<file path="src/design/fusd_pkg.sv">
// fusd_pkg: types and constants of the framed UTF-8 symbol decoder.
// No dependencies; used by the interfaces, fusd_step and the top level.
package fusd_pkg;

    localparam logic [7:0] BYTE_SOT   = 8'h81;
    localparam logic [7:0] BYTE_EOT   = 8'h82;
    localparam logic [7:0] BYTE_SOB   = 8'h83;
    localparam logic [7:0] BYTE_EOB   = 8'h84;
    localparam logic [7:0] BYTE_DELIM = 8'h85;

    localparam int unsigned VALUE_W = 21;

    typedef enum logic [4:0] {
        PH_START = 5'b00001,
        PH_OUT   = 5'b00010,
        PH_IN    = 5'b00100,
        PH_CONT  = 5'b01000,
        PH_ERR   = 5'b10000
    } t_phase;

    typedef enum logic [1:0] {
        KIND_SYMBOL    = 2'd0,
        KIND_BLOCK_END = 2'd1,
        KIND_END       = 2'd2,
        KIND_ERROR     = 2'd3
    } t_kind;

    typedef struct packed {
        t_phase               phase;
        logic [1:0]           pend;
        logic [VALUE_W-1:0]   partial;
        logic                 rule_start;
    } t_state;

    typedef struct packed {
        logic                 valid;
        t_kind                kind;
        logic [VALUE_W-1:0]   value;
        logic                 starts_rule;
    } t_result;

endpackage

</file>
<file path="src/design/fusd_if.sv">
// fusd_if: valid/ready channel interfaces for the byte input and the result output.
// Depends on fusd_pkg for the result kind type.
interface fusd_byte_if;
    logic       valid;
    logic       ready;
    logic [7:0] data_byte;

    modport source (output valid, output data_byte, input ready);
    modport sink (input valid, input data_byte, output ready);
endinterface

interface fusd_sym_if;
    logic                             valid;
    logic                             ready;
    fusd_pkg::t_kind                  kind;
    logic [fusd_pkg::VALUE_W-1:0]     symbol_value;
    logic                             starts_rule;

    modport source (output valid, output kind, output symbol_value, output starts_rule,
                    input ready);
    modport sink (input valid, input kind, input symbol_value, input starts_rule,
                  output ready);
endinterface

</file>
<file path="src/design/fusd_step.sv">
// fusd_step: combinational next-state and result logic for one input byte.
// Depends on fusd_pkg.
module fusd_step (
    input  fusd_pkg::t_state  i_state,
    input  logic [7:0]        i_byte,
    output fusd_pkg::t_state  o_state,
    output fusd_pkg::t_result o_result
);

    logic [fusd_pkg::VALUE_W-1:0] w_shifted;
    logic [1:0]                   w_pend_dec;

    assign w_shifted  = {i_state.partial[fusd_pkg::VALUE_W-7:0], i_byte[5:0]};
    assign w_pend_dec = i_state.pend - 2'd1;

    always_comb begin
        o_state  = i_state;
        o_result = '{valid: 1'b0, kind: fusd_pkg::KIND_SYMBOL, value: '0,
                     starts_rule: 1'b0};

        unique case (i_state.phase) inside
            fusd_pkg::PH_START: begin
                if (i_byte == fusd_pkg::BYTE_SOT) begin
                    o_state.phase = fusd_pkg::PH_OUT;
                end else begin
                    o_state.phase   = fusd_pkg::PH_ERR;
                    o_state.pend    = '0;
                    o_state.partial = '0;
                    o_result.valid  = 1'b1;
                    o_result.kind   = fusd_pkg::KIND_ERROR;
                end
            end
            fusd_pkg::PH_OUT, fusd_pkg::PH_IN: begin
                if (i_byte == fusd_pkg::BYTE_EOT) begin
                    o_state.phase      = fusd_pkg::PH_START;
                    o_state.pend       = '0;
                    o_state.partial    = '0;
                    o_state.rule_start = 1'b1;
                    o_result.valid     = 1'b1;
                    o_result.kind      = fusd_pkg::KIND_END;
                end else if (i_byte == fusd_pkg::BYTE_EOB) begin
                    o_state.phase      = fusd_pkg::PH_OUT;
                    o_state.rule_start = 1'b1;
                    o_result.valid     = 1'b1;
                    o_result.kind      = fusd_pkg::KIND_BLOCK_END;
                end else if (i_byte == fusd_pkg::BYTE_DELIM) begin
                    o_state.rule_start = 1'b1;
                end else if (i_state.phase == fusd_pkg::PH_OUT) begin
                    if (i_byte == fusd_pkg::BYTE_SOB) begin
                        o_state.phase = fusd_pkg::PH_IN;
                    end
                end else if (i_byte[7:3] == 5'b11110) begin
                    o_state.partial = {{(fusd_pkg::VALUE_W-3){1'b0}}, i_byte[2:0]};
                    o_state.pend    = 2'd3;
                    o_state.phase   = fusd_pkg::PH_CONT;
                end else if (i_byte[7:4] == 4'b1110) begin
                    o_state.partial = {{(fusd_pkg::VALUE_W-4){1'b0}}, i_byte[3:0]};
                    o_state.pend    = 2'd2;
                    o_state.phase   = fusd_pkg::PH_CONT;
                end else if (i_byte[7:5] == 3'b110) begin
                    o_state.partial = {{(fusd_pkg::VALUE_W-5){1'b0}}, i_byte[4:0]};
                    o_state.pend    = 2'd1;
                    o_state.phase   = fusd_pkg::PH_CONT;
                end else if (!i_byte[7]) begin
                    o_state.phase        = fusd_pkg::PH_IN;
                    o_state.pend         = '0;
                    o_state.partial      = '0;
                    o_state.rule_start   = 1'b0;
                    o_result.valid       = 1'b1;
                    o_result.kind        = fusd_pkg::KIND_SYMBOL;
                    o_result.value       = {{(fusd_pkg::VALUE_W-7){1'b0}}, i_byte[6:0]};
                    o_result.starts_rule = i_state.rule_start;
                end else begin
                    o_state.phase   = fusd_pkg::PH_ERR;
                    o_state.pend    = '0;
                    o_state.partial = '0;
                    o_result.valid  = 1'b1;
                    o_result.kind   = fusd_pkg::KIND_ERROR;
                end
            end
            fusd_pkg::PH_CONT: begin
                if (i_byte[7:6] != 2'b10) begin
                    o_state.phase   = fusd_pkg::PH_ERR;
                    o_state.pend    = '0;
                    o_state.partial = '0;
                    o_result.valid  = 1'b1;
                    o_result.kind   = fusd_pkg::KIND_ERROR;
                end else if (w_pend_dec == 2'd0) begin
                    o_state.phase        = fusd_pkg::PH_IN;
                    o_state.pend         = '0;
                    o_state.partial      = '0;
                    o_state.rule_start   = 1'b0;
                    o_result.valid       = 1'b1;
                    o_result.kind        = fusd_pkg::KIND_SYMBOL;
                    o_result.value       = w_shifted;
                    o_result.starts_rule = i_state.rule_start;
                end else begin
                    o_state.partial = w_shifted;
                    o_state.pend    = w_pend_dec;
                end
            end
            default: begin
                // error phase: sticky until reset
            end
        endcase
    end

endmodule

</file>
<file path="src/design/framed_utf8_symbol_decoder.sv">
// framed_utf8_symbol_decoder: top level, byte input register, state, result register.
// Depends on fusd_pkg, fusd_if (fusd_byte_if, fusd_sym_if) and fusd_step.
//
//  channel   dir  payload                             request when
//  i_byte    in   data_byte[7:0]                      valid && ready
//  o_sym     out  kind[1:0] symbol_value[20:0]        valid && ready
//                 starts_rule
//
// One byte per cycle sustained while o_sym is not stalled. A byte lands in the
// input register, then the decode step updates the state and loads the result
// register when the byte yields a result and the result register is free.
// Synchronous active-low reset: start-of-transmission expected, rule start set.
// A stalled result holds the decode step; a held byte then blocks i_byte.
module framed_utf8_symbol_decoder (
    input  logic               i_clk,
    input  logic               i_rst_n,
    fusd_byte_if.sink          i_byte,
    fusd_sym_if.source         o_sym
);

    logic              r_in_valid;
    logic [7:0]        r_in_byte;
    fusd_pkg::t_state  r_state;
    fusd_pkg::t_state  n_state;
    fusd_pkg::t_result n_result;
    logic              r_out_valid;
    fusd_pkg::t_kind   r_out_kind;
    logic [fusd_pkg::VALUE_W-1:0] r_out_value;
    logic              r_out_rs;
    logic              w_out_free;
    logic              w_proc;

    assign w_out_free   = !r_out_valid || o_sym.ready;
    assign w_proc       = r_in_valid && w_out_free;
    assign i_byte.ready = !r_in_valid || w_proc;

    fusd_step u_step (
        .i_state  (r_state),
        .i_byte   (r_in_byte),
        .o_state  (n_state),
        .o_result (n_result)
    );

    always_ff @(posedge i_clk) begin
        if (!i_rst_n) begin
            r_in_valid <= 1'b0;
        end else if (i_byte.ready) begin
            r_in_valid <= i_byte.valid;
        end
    end

    always_ff @(posedge i_clk) begin
        if (i_byte.ready && i_byte.valid) begin
            r_in_byte <= i_byte.data_byte;
        end
    end

    always_ff @(posedge i_clk) begin
        if (!i_rst_n) begin
            r_state <= '{phase: fusd_pkg::PH_START, pend: '0, partial: '0, rule_start: 1'b1};
        end else if (w_proc) begin
            r_state <= n_state;
        end
    end

    always_ff @(posedge i_clk) begin
        if (!i_rst_n) begin
            r_out_valid <= 1'b0;
        end else if (w_proc && n_result.valid) begin
            r_out_valid <= 1'b1;
        end else if (o_sym.ready) begin
            r_out_valid <= 1'b0;
        end
    end

    always_ff @(posedge i_clk) begin
        if (w_proc && n_result.valid) begin
            r_out_kind  <= n_result.kind;
            r_out_value <= n_result.value;
            r_out_rs    <= n_result.starts_rule;
        end
    end

    assign o_sym.valid        = r_out_valid;
    assign o_sym.kind         = r_out_kind;
    assign o_sym.symbol_value = r_out_value;
    assign o_sym.starts_rule  = r_out_rs;

    a_err_sticky: assert property (@(posedge i_clk) disable iff (!i_rst_n)
        r_state.phase == fusd_pkg::PH_ERR |-> !n_result.valid)
        else $error("result produced in error phase");

    a_err_enters: assert property (@(posedge i_clk) disable iff (!i_rst_n)
        w_proc && n_result.valid && n_result.kind == fusd_pkg::KIND_ERROR
        |=> r_state.phase == fusd_pkg::PH_ERR)
        else $error("error result without entering error phase");

    a_pend_cont: assert property (@(posedge i_clk) disable iff (!i_rst_n)
        (r_state.phase == fusd_pkg::PH_CONT) == (r_state.pend != 2'd0))
        else $error("pending continuation count out of step with phase");

    a_in_hold: assert property (@(posedge i_clk) disable iff (!i_rst_n)
        r_in_valid && !w_proc |=> r_in_valid && $stable(r_in_byte))
        else $error("held input byte lost");

endmodule
</file>
<file path="src/flat_wrapper.sv">
// flat-port wrapper written by rule: the top's interface ports become plain ports
module framed_utf8_symbol_decoder_flat 
  (i_clk, i_rst_n, i_byte_valid, i_byte_data_byte, i_byte_ready, o_sym_valid, o_sym_kind, o_sym_symbol_value, o_sym_starts_rule, o_sym_ready);
  fusd_byte_if i_byte_i ();
  fusd_sym_if o_sym_i ();
  input  logic i_clk;
  input  logic i_rst_n;
  input wire logic [$bits(i_byte_i.valid)-1:0] i_byte_valid;
  input wire logic [$bits(i_byte_i.data_byte)-1:0] i_byte_data_byte;
  output wire logic [$bits(i_byte_i.ready)-1:0] i_byte_ready;
  output wire logic [$bits(o_sym_i.valid)-1:0] o_sym_valid;
  output wire logic [$bits(o_sym_i.kind)-1:0] o_sym_kind;
  output wire logic [$bits(o_sym_i.symbol_value)-1:0] o_sym_symbol_value;
  output wire logic [$bits(o_sym_i.starts_rule)-1:0] o_sym_starts_rule;
  input wire logic [$bits(o_sym_i.ready)-1:0] o_sym_ready;
  assign i_byte_i.valid = i_byte_valid;
  assign i_byte_i.data_byte = i_byte_data_byte;
  assign i_byte_ready = i_byte_i.ready;
  assign o_sym_valid = o_sym_i.valid;
  assign o_sym_kind = o_sym_i.kind;
  assign o_sym_symbol_value = o_sym_i.symbol_value;
  assign o_sym_starts_rule = o_sym_i.starts_rule;
  assign o_sym_i.ready = o_sym_ready;
  framed_utf8_symbol_decoder u_core (.i_clk(i_clk), .i_rst_n(i_rst_n), .i_byte(i_byte_i), .o_sym(o_sym_i));
endmodule
</file>
<file path="config.mk">
export PLATFORM = sky130hd
export DESIGN_NAME = framed_utf8_symbol_decoder_flat
export DESIGN_NICKNAME = d
export VERILOG_FILES = /design/src/design/fusd_pkg.sv /design/src/design/fusd_if.sv /design/src/design/fusd_step.sv /design/src/design/framed_utf8_symbol_decoder.sv /design/src/flat_wrapper.sv
export SDC_FILE = /design/constraint.sdc
export NUM_CORES = 1
export LEC_CHECK = 0
export BUFFER_PORTS_ARGS = -buffer_cell sky130_fd_sc_hd__buf_2
export CORE_ASPECT_RATIO = 2
export CORE_MARGIN = 8
export CORE_UTILIZATION = 52
export DETAILED_ROUTE_END_ITERATION = 12
export PLACE_DENSITY_LB_ADDON = 0.05
export SLEW_MARGIN = 20
export SYNTH_ARGS = -nofsm -noshare
export SYNTH_HDL_FRONTEND = slang
export SYNTH_HIERARCHICAL = 1
export SYNTH_SLANG_ARGS = --single-unit
</file>
<file path="constraint.sdc">
create_clock -name i_clk -period 5 [get_ports i_clk]
set_clock_uncertainty 0.2 [all_clocks]
set_input_delay 0.5 -clock i_clk [delete_from_list [all_inputs] [get_ports i_clk]]
set_output_delay 0.5 -clock i_clk [all_outputs]
set_load 0.05 [all_outputs]
</file>
==> impl_metrics.json, run 1 <==
{
  "outcome": "finished, final reports clean",
  "grt_max_degree": 47,
  "p_switching_uw": 330,
  "rows": 39,
  "hold_path_class": "input port to flop",
  "dp_cells": 374,
  "grt_pass1_vias": 2143,
  "worst_slack_ns": 1.86,
  "viasPerCell": 5.82,
  "coreArea_um2": 5610,
  "cts.reportedPaths.clkPinSlew_ns": 0.05,
  "cp.required_ns": 4.80,
  "tightestPinTransition_ns": 1.00,
  "yosysWarnings": 6,
  "dp_hpwl_um": 4810,
  "max_slew_margin": 0.329,
  "final_cells": 390,
  "arrival_ns": 2.94,
  "avgSynthCellArea_um2": 10.1,
  "synth_area_um2": 2980,
  "die-area_um2": 8570,
  "place_congestion": 0.870,
  "combPwrFrac": 0.131,
  "synth_cells": 296,
  "rrSetupSlack_ns": 1.86,
  "fillers": 467,
  "post-cts-setup-buffers": 0,
  "cts_tree": "done",
  "internal-power_uw": 974,
  "drc": 0,
  "final-hold-violation-count": 0,
  "path_max_fanout": 24,
  "cts.sink_count": 57,
  "chipWidth_um": 69.6,
  "regArea_um2": 1460,
  "die_y_um": 123,
  "dpl_cell_area_um2": 3120,
  "cts_made_buffers": 9,
  "ir_drop_mv": 0.492,
  "post-route-period-util": 0.629,
  "totalWireLength_um": 6730,
  "setup_viol_count_final": 0,
  "area_growth_pct": 14.7,
  "drtIter0Drc": 157,
  "postRouteAntennaNets": 0,
  "cts_buffer_depth": 2,
  "rsz0062_at_grt": "no",
  "htreeDepth": 3,
  "design_area_um2": 3420,
  "clock_latency_ns": 0.32,
  "overflow": 0,
  "ctsHoldBuffers": 0,
  "p_leak_nw": 1.26,
  "track_usage": 0.159,
  "multi_input_area_um2": 1360,
  "p_seq_frac": 0.411,
  "cts-root-buf": "clkbuf_16",
  "grt_antenna_before_repair": 0,
  "fin_nets": 337,
  "fmax_mhz": 318,
  "vias": 2269,
  "first_pass_iters": 6,
  "post_cts_resized": 0,
  "drive_gt1_frac": 0.191,
  "crit_type": "flop to flop",
  "drv_cap": 0,
  "worstSetupEndpointType": "flop",
  "setup_tns_ns": 0,
  "grt_pass1_wl_um": 10800,
  "io_buffers": 37,
  "initial_utilization": 0.532,
  "routedWlPerCell_um": 17.3,
  "syn_nets": 309,
  "pwr_density_cell_nw_per_um2": 381,
  "io-pin-count": 38,
  "post-place-ws_ns": 1.89,
  "start_kind": "flop",
  "swShare": 0.253,
  "pwr-share-clk": 0.458,
  "layout_min_cycle_time_ns": 3.14,
  "diodes": 0,
  "maxSlewViolCount": 0
}
[metal layers]
| metal | share of wire | GRT usage |
|---|---|---|
| met5 | 0 | 0 |
| met4 | 0.037 | 0.103 |
| met3 | 0.060 | 0.0506 |
| met2 | 0.51 | 0.270 |
| met1 | 0.39 | 0.167 |
[worst max-delay path, cell delays in order, from the launching register on]
cell,delay (ns)
edfxtp_1,0.47
or4b_1,0.67
or2_0,0.43
nor3_1,0.29
o21ai_0,0.13
o211ai_1,0.13
nand2_1,0.10
nor2_2,0.08
buf_4,0.31
[state kept, by name (all words and copies together) (netlist names)]
name                       count
u_core/o_sym.kind              2
u_core/o_sym.starts_rule       1
u_core/r_in_valid              1
u_core/o_sym.symbol_value     21
u_core/o_sym.valid             1
u_core/r_in_byte               8
u_core/r_state                23
[through the flow]
stage	total power [mW]	hold slack (ns)	utilization
after floorplan	0.686	0.234	-
after global placement	0.715	0.255	0.556
after detailed placement	0.715	0.262	0.556
after CTS	1.32	0.135	0.610
after global routing	1.35	0.141	0.610
final	1.30	0.150	0.610
[path summary, 6_finish.rpt]
| path | cells past startpoint | from | end |
|---|---|---|---|
| max | 8 | u_core/r_in_byte[5] | u_core/o_sym.symbol_value[12] |
| min | 1 | i_byte_data_byte[1] | u_core/r_in_byte[1] |
| max reg2reg | 8 | u_core/r_in_byte[5] | u_core/o_sym.symbol_value[12] |
| min reg2reg | 2 | u_core/r_state[10] | u_core/r_state[10] |
[cell type report]
class | instances | area share
Timing Repair Buffer | 38 | 0.0563
Clock inverter | 1 | 0.00146
Inverter | 8 | 0.00877
Tap cell | 61 | 0.0223
Sequential cell | 57 | 0.427
Multi-Input combinational cell | 210 | 0.397
Clock buffer | 15 | 0.0874
[power by group through the flow]
stage,logic (mW),clock network (mW),registers [mW]
floorplan,0.101,0,0.585
global placement,0.170,0,0.545
detailed placement,0.170,0,0.545
CTS,0.171,0.612,0.537
global route,0.183,0.628,0.539
finish,0.170,0.597,0.537
[cell usage in the layout (no fill, tap or decap), types with 3 or more instances in the layout]
cell type,n
nand2_1,51
buf_2,37
edfxtp_1,32
dfxtp_1,25
mux2i_1,22
nor2_1,18
and2_1,17
a22o_1,15
o21ai_0,11
clkbuf_16,10
nor3_1,8
inv_1,7
nor2b_1,7
a21oi_1,5
clkbuf_8,3
o311ai_0,3
nand3_1,3
nand2b_1,3
nor4_1,3
or3_1,3
nand3b_1,3
Note: power is estimated with default switching activity, not from simulation.
==> inputs of run 2 (changes only) <==
- clock period: 5 -> 3.2 ns (I/O delays scaled with it)
==> run 2 against run 1 <==
Effect of this change: utilization up 3.2 points; first-iteration DRC count fell by 25%; cell area up 5.2%; cell count up 5.4%; clock power rose by 57%; combinational power is 72% higher; sequential share of layout area shrank 2.1 points; sequential power grew 55%; via count rose by 3.1%; critical path depth is the same; maximum frequency is 9.8% higher; critical endpoint is now u_core/o_sym.symbol_value[13].
==> impl_metrics.json, run 2 (synthesis results as in run 1) <==
{
  "io-pin-count": 38,
  "drive_gt1_frac": 0.211,
  "hold_path_class": "input port to flop",
  "grt_max_degree": 47,
  "place_congestion": 0.978,
  "dp_hpwl_um": 4730,
  "overflow": 0,
  "fmax_mhz": 349,
  "drtIter0Drc": 117,
  "drc": 0,
  "critPathLaunch": "u_core/r_in_byte[6]",
  "outcome": "finished, final reports clean",
  "die_y_um": 123,
  "cts_tree": "done",
  "largest_reg_flops": 23,
  "largest_register": "u_core/r_state",
  "viasPerCell": 5.69,
  "critPathCapture": "u_core/o_sym.symbol_value[13]",
  "io_buffers": 37,
  "start_kind": "flop",
  "worstSetupEndpointType": "flop",
  "post-route-period-util": 0.894,
  "vias": 2340,
  "layout_common_cells": "nand2_1 (51), buf_2 (37), edfxtp_1 (32), dfxtp_1 (25), mux2i_1 (22)",
  "maxSlewViolCount": 0,
  "post-cts-setup-buffers": 0,
  "clock_latency_ns": 0.32,
  "tightestPinTransition_ns": 0.749,
  "rsz0062_at_grt": "no",
  "initial_utilization": 0.532,
  "rows": 39,
  "grt_pass1_vias": 2288,
  "totalWireLength_um": 6940,
  "holdPathStages": 3,
  "fillers": 479,
  "grt_antenna_before_repair": 0,
  "met3_length_um": 363,
  "pwr_density_cell_nw_per_um2": 572,
  "htreeDepth": 3,
  "dpl_cell_area_um2": 3200,
  "arrival_ns": 2.71,
  "p_leak_nw": 1.35,
  "path_max_fanout": 12,
  "routedWlPerCell_um": 16.9,
  "first_pass_iters": 4,
  "grt_pass1_wl_um": 11300,
  "mostFrequentLayoutCell": "nand2_1",
  "rr_worst_depth": 8,
  "design_area_um2": 3600,
  "area_growth_pct": 20.7,
  "top_layer": "met4",
  "post-place-ws_ns": 0.309,
  "crit_type": "flop to flop",
  "ir_drop_mv": 0.691,
  "setup_viol_count_final": 0,
  "cts.sink_count": 57,
  "r2r_start": "u_core/r_in_byte[6]",
  "final_cells": 411,
  "cts-root-buf": "clkbuf_16",
  "layout_min_cycle_time_ns": 2.86,
  "diodes": 0,
  "die-area_um2": 8570,
  "setup_tns_ns": 0,
  "final-hold-violation-count": 0,
  "cts.reportedPaths.clkPinSlew_ns": 0.05,
  "track_usage": 0.166,
  "rrSetupSlack_ns": 0.34,
  "max_slew_margin": 0.500,
  "finish.utilization": 0.642,
  "cp.required_ns": 3.05,
  "drv_cap": 0,
  "r2r-end": "u_core/o_sym.symbol_value[13]",
  "worst_hold_slack_ns": 0.0575,
  "wl_met2_um": 3670,
  "chipWidth_um": 69.6,
  "dp_cells": 386,
  "coreArea_um2": 5610,
  "finalPower_mw": 2.06,
  "postRouteAntennaNets": 0,
  "cts_buffer_depth": 2,
  "wl_met1_um": 2760,
  "worst_slack_ns": 0.338,
  "cts_made_buffers": 9,
  "fin_nets": 358
}
## run 2: report_power, final
part           total, mW  leakage, nW  internal [mW]  switching [mW]
combinational      0.293        0.698         0.0920           0.201
sequential         0.832        0.504          0.812          0.0201
clock              0.937        0.147          0.639           0.298
## run 2: per-layer routing
layer,vias up,track usage
li1,1168,-
met1,1106,0.180
met2,55,0.281
met3,11,0.0578
met4,0,0.0839
met5,-,0
## run 2: cell type report
class	instances	area, µm²	share of cell area
clock buffers	13	260	0.0722
clock inverters	3	38.8	0.0108
inverters	8	30.0	0.00834
multi-input cells	211	1370	0.381
flip-flops and latches	57	1460	0.406
well taps	61	76.3	0.0212
repair buffers	58	363	0.101
## run 2: how the worst min path moves through the flow
stage | startpoint | to | slack (ns)
5_1_grt | i_byte_valid | u_core/r_in_valid | 0.07
3_3_place_gp | u_core/r_state[10] | u_core/r_state[10] | 0.25
6_report | i_byte_valid | u_core/r_in_valid | 0.06
3_5_place_dp | u_core/r_state[23] | u_core/r_state[23] | 0.26
4_1_cts | i_byte_valid | u_core/r_in_valid | 0.05
2_1_floorplan | i_byte_data_byte[0] | u_core/r_in_byte[0] | 0.22
## run 2: worst max-delay path, stage by stage, from the launching register on
cell and delay, ns:
edfxtp_1 0.38, or4b_1 0.56, buf_4 0.18, nor4_1 0.36
nor2_1 0.10, a41oi_2 0.27, o211ai_1 0.17, nand2_1 0.23
nor2_4 0.13
## run 2: timing repair
action                                 in CTS  in global routing
setup endpoints to repair                   0                 24
resized for setup                           0                  2
hold buffers                                8                  0
endpoints found under the hold margin       8                  0
==> inputs of run 3 (changes only) <==
- ABC_AREA: not set -> 1
- CELL_PAD_IN_SITES_DETAIL_PLACEMENT: not set -> 0
- CELL_PAD_IN_SITES_GLOBAL_PLACEMENT: not set -> 1
- CORE_UTILIZATION: 52 -> 43
- clock period: 3.2 -> 2.9 ns (I/O delays scaled with it)
==> run 3 against run 2 <==
Effect of this change: combinational power is 22% higher; count of clock-buffer cells in the layout unchanged; worst setup slack gained 0.055 ns; sequential power grew 14%; clock power increased by 1%; sequential cell count unchanged; synthesized area up 14%; sequential share of layout area shrank 3.1 points; total power increased by 9.3%.
==> impl_metrics.json, run 3 <==
{
  "p_leak_nw": 1.68,
  "postRouteAntennaNets": 0,
  "clock_latency_ns": 0.32,
  "maxSlewViolCount": 0,
  "fmax_mhz": 399,
  "largest_reg_flops": 23,
  "drtIter0Drc": 246,
  "arrival_ns": 2.29,
  "grt_pass1_wl_um": 15400,
  "io_buffers": 37,
  "diodes": 0,
  "setup_tns_ns": 0,
  "totalWireLength_um": 9260,
  "post-cts-setup-buffers": 0,
  "largest_register": "u_core/r_state",
  "cp.required_ns": 2.69,
  "synth_cells": 460,
  "cts-root-buf": "clkbuf_16",
  "first_pass_iters": 4,
  "overflow": 0,
  "vias": 3093,
  "cts_buffer_depth": 2,
  "start_kind": "flop",
  "cts_tree": "done",
  "path_max_fanout": 24,
  "drv_cap": 0,
  "tightestPinTransition_ns": 0.804,
  "dpl_cell_area_um2": 3560,
  "dp_hpwl_um": 6520,
  "drive_gt1_frac": 0.191,
  "avgSynthCellArea_um2": 7.39,
  "grt_pass1_vias": 3092,
  "cts.reportedPaths.clkPinSlew_ns": 0.05,
  "syn_nets": 473,
  "place_congestion": 0.927,
  "ir_drop_mv": 0.312,
  "design_area_um2": 3910,
  "die_y_um": 142,
  "fillers": 828,
  "crit_type": "flop to flop",
  "final-hold-violation-count": 0,
  "synth_area_um2": 3400,
  "routedWlPerCell_um": 15.6,
  "track_usage": 0.177,
  "max_slew_margin": 0.463,
  "layout_common_cells": "nand2_1 (92), nand3_1 (91), nor2_1 (64), inv_1 (56), buf_2 (37)",
  "wl_met1_um": 3670,
  "yosysWarnings": 6,
  "worstSetupEndpointType": "flop",
  "pwr_density_cell_nw_per_um2": 577,
  "area_growth_pct": 14.8,
  "rsz0062_at_grt": "no",
  "fin_nets": 506,
  "hold_path_class": "input port to flop",
  "cts_made_buffers": 9,
  "outcome": "finished, final reports clean",
  "layout_min_cycle_time_ns": 2.51,
  "mostFrequentLayoutCell": "nand2_1",
  "grt_antenna_before_repair": 0,
  "met3_length_um": 396,
  "regArea_um2": 1460,
  "io-pin-count": 38,
  "multi_input_area_um2": 1500,
  "initial_utilization": 0.434,
  "chipWidth_um": 78.9,
  "wl_met2_um": 4920,
  "drc": 0,
  "grt_max_degree": 46,
  "setup_viol_count_final": 0,
  "top_layer": "met4",
  "cts.sink_count": 57,
  "die-area_um2": 11200,
  "viasPerCell": 5.21,
  "htreeDepth": 3,
  "coreArea_um2": 7830,
  "rows": 46,
  "post-route-period-util": 0.864
}
==> run 3: worst max-delay path: stages, from the launching register on <==
cell      delay (ns)
edfxtp_1        0.48
inv_2           0.14
nand2_2         0.08
nor2_4          0.15
nand2_1         0.29
nand2_1         0.17
o21ai_0         0.10
nand2_1         0.07
inv_1           0.06
nor2_2          0.09
buf_4           0.33
==> run 3: worst paths after layout <==
path | cells after the start | to | slack (ns) | from
max | 10 | u_core/o_sym.symbol_value[0] | 0.39 | u_core/r_in_byte[5]
min | 3 | u_core/r_in_valid | 0.02 | i_byte_valid
max reg2reg | 10 | u_core/o_sym.symbol_value[0] | 0.39 | u_core/r_in_byte[5]
min reg2reg | 2 | u_core/r_state[0] | 0.27 | u_core/r_state[0]
==> run 3: per-layer routing <==
layer / up-vias / track usage
met5: - / 0
met4: 0 / 0.0954
met3: 16 / 0.0361
met2: 71 / 0.315
met1: 1454 / 0.188
li1: 1552 / -
==> run 3: final cells by class <==
class | instances | area share
multi-input cells | 310 | 0.385
flip-flops and latches | 57 | 0.374
repair buffers | 51 | 0.0795
clock buffers | 13 | 0.0641
inverters | 64 | 0.0622
well taps | 96 | 0.0308
clock inverters | 3 | 0.00449
==> run 3: through the flow <==
step / worst slack, ns / power (mW) / std cells / util / hold WS (ns)
after floorplan: 0.341 / 1.24 / 460 / - / 0.189
after global placement: 0.480 / 1.31 / 570 / 0.454 / 0.244
after detailed placement: 0.408 / 1.32 / 570 / 0.454 / 0.261
after CTS: 0.391 / 2.27 / 594 / 0.499 / 0.0141
after global routing: 0.131 / 2.36 / 594 / 0.499 / 0.0352
final: 0.394 / 2.25 / 594 / 0.499 / 0.0245
==> run 3: timing repair <==
item,in CTS,in global routing
hold buffers,8,0
resized for setup,0,0
endpoints found under the hold margin,8,0
==> run 3: power by group <==
| part | switching [mW] | total [mW] | leakage, nW | internal [mW] |
|---|---|---|---|---|
| combinational | 0.247 | 0.356 | 1.05 | 0.108 |
| clock | 0.349 | 0.947 | 0.130 | 0.598 |
| sequential | 0.0454 | 0.951 | 0.504 | 0.906 |
| total | 0.642 | 2.25 | 1.68 | 1.61 |
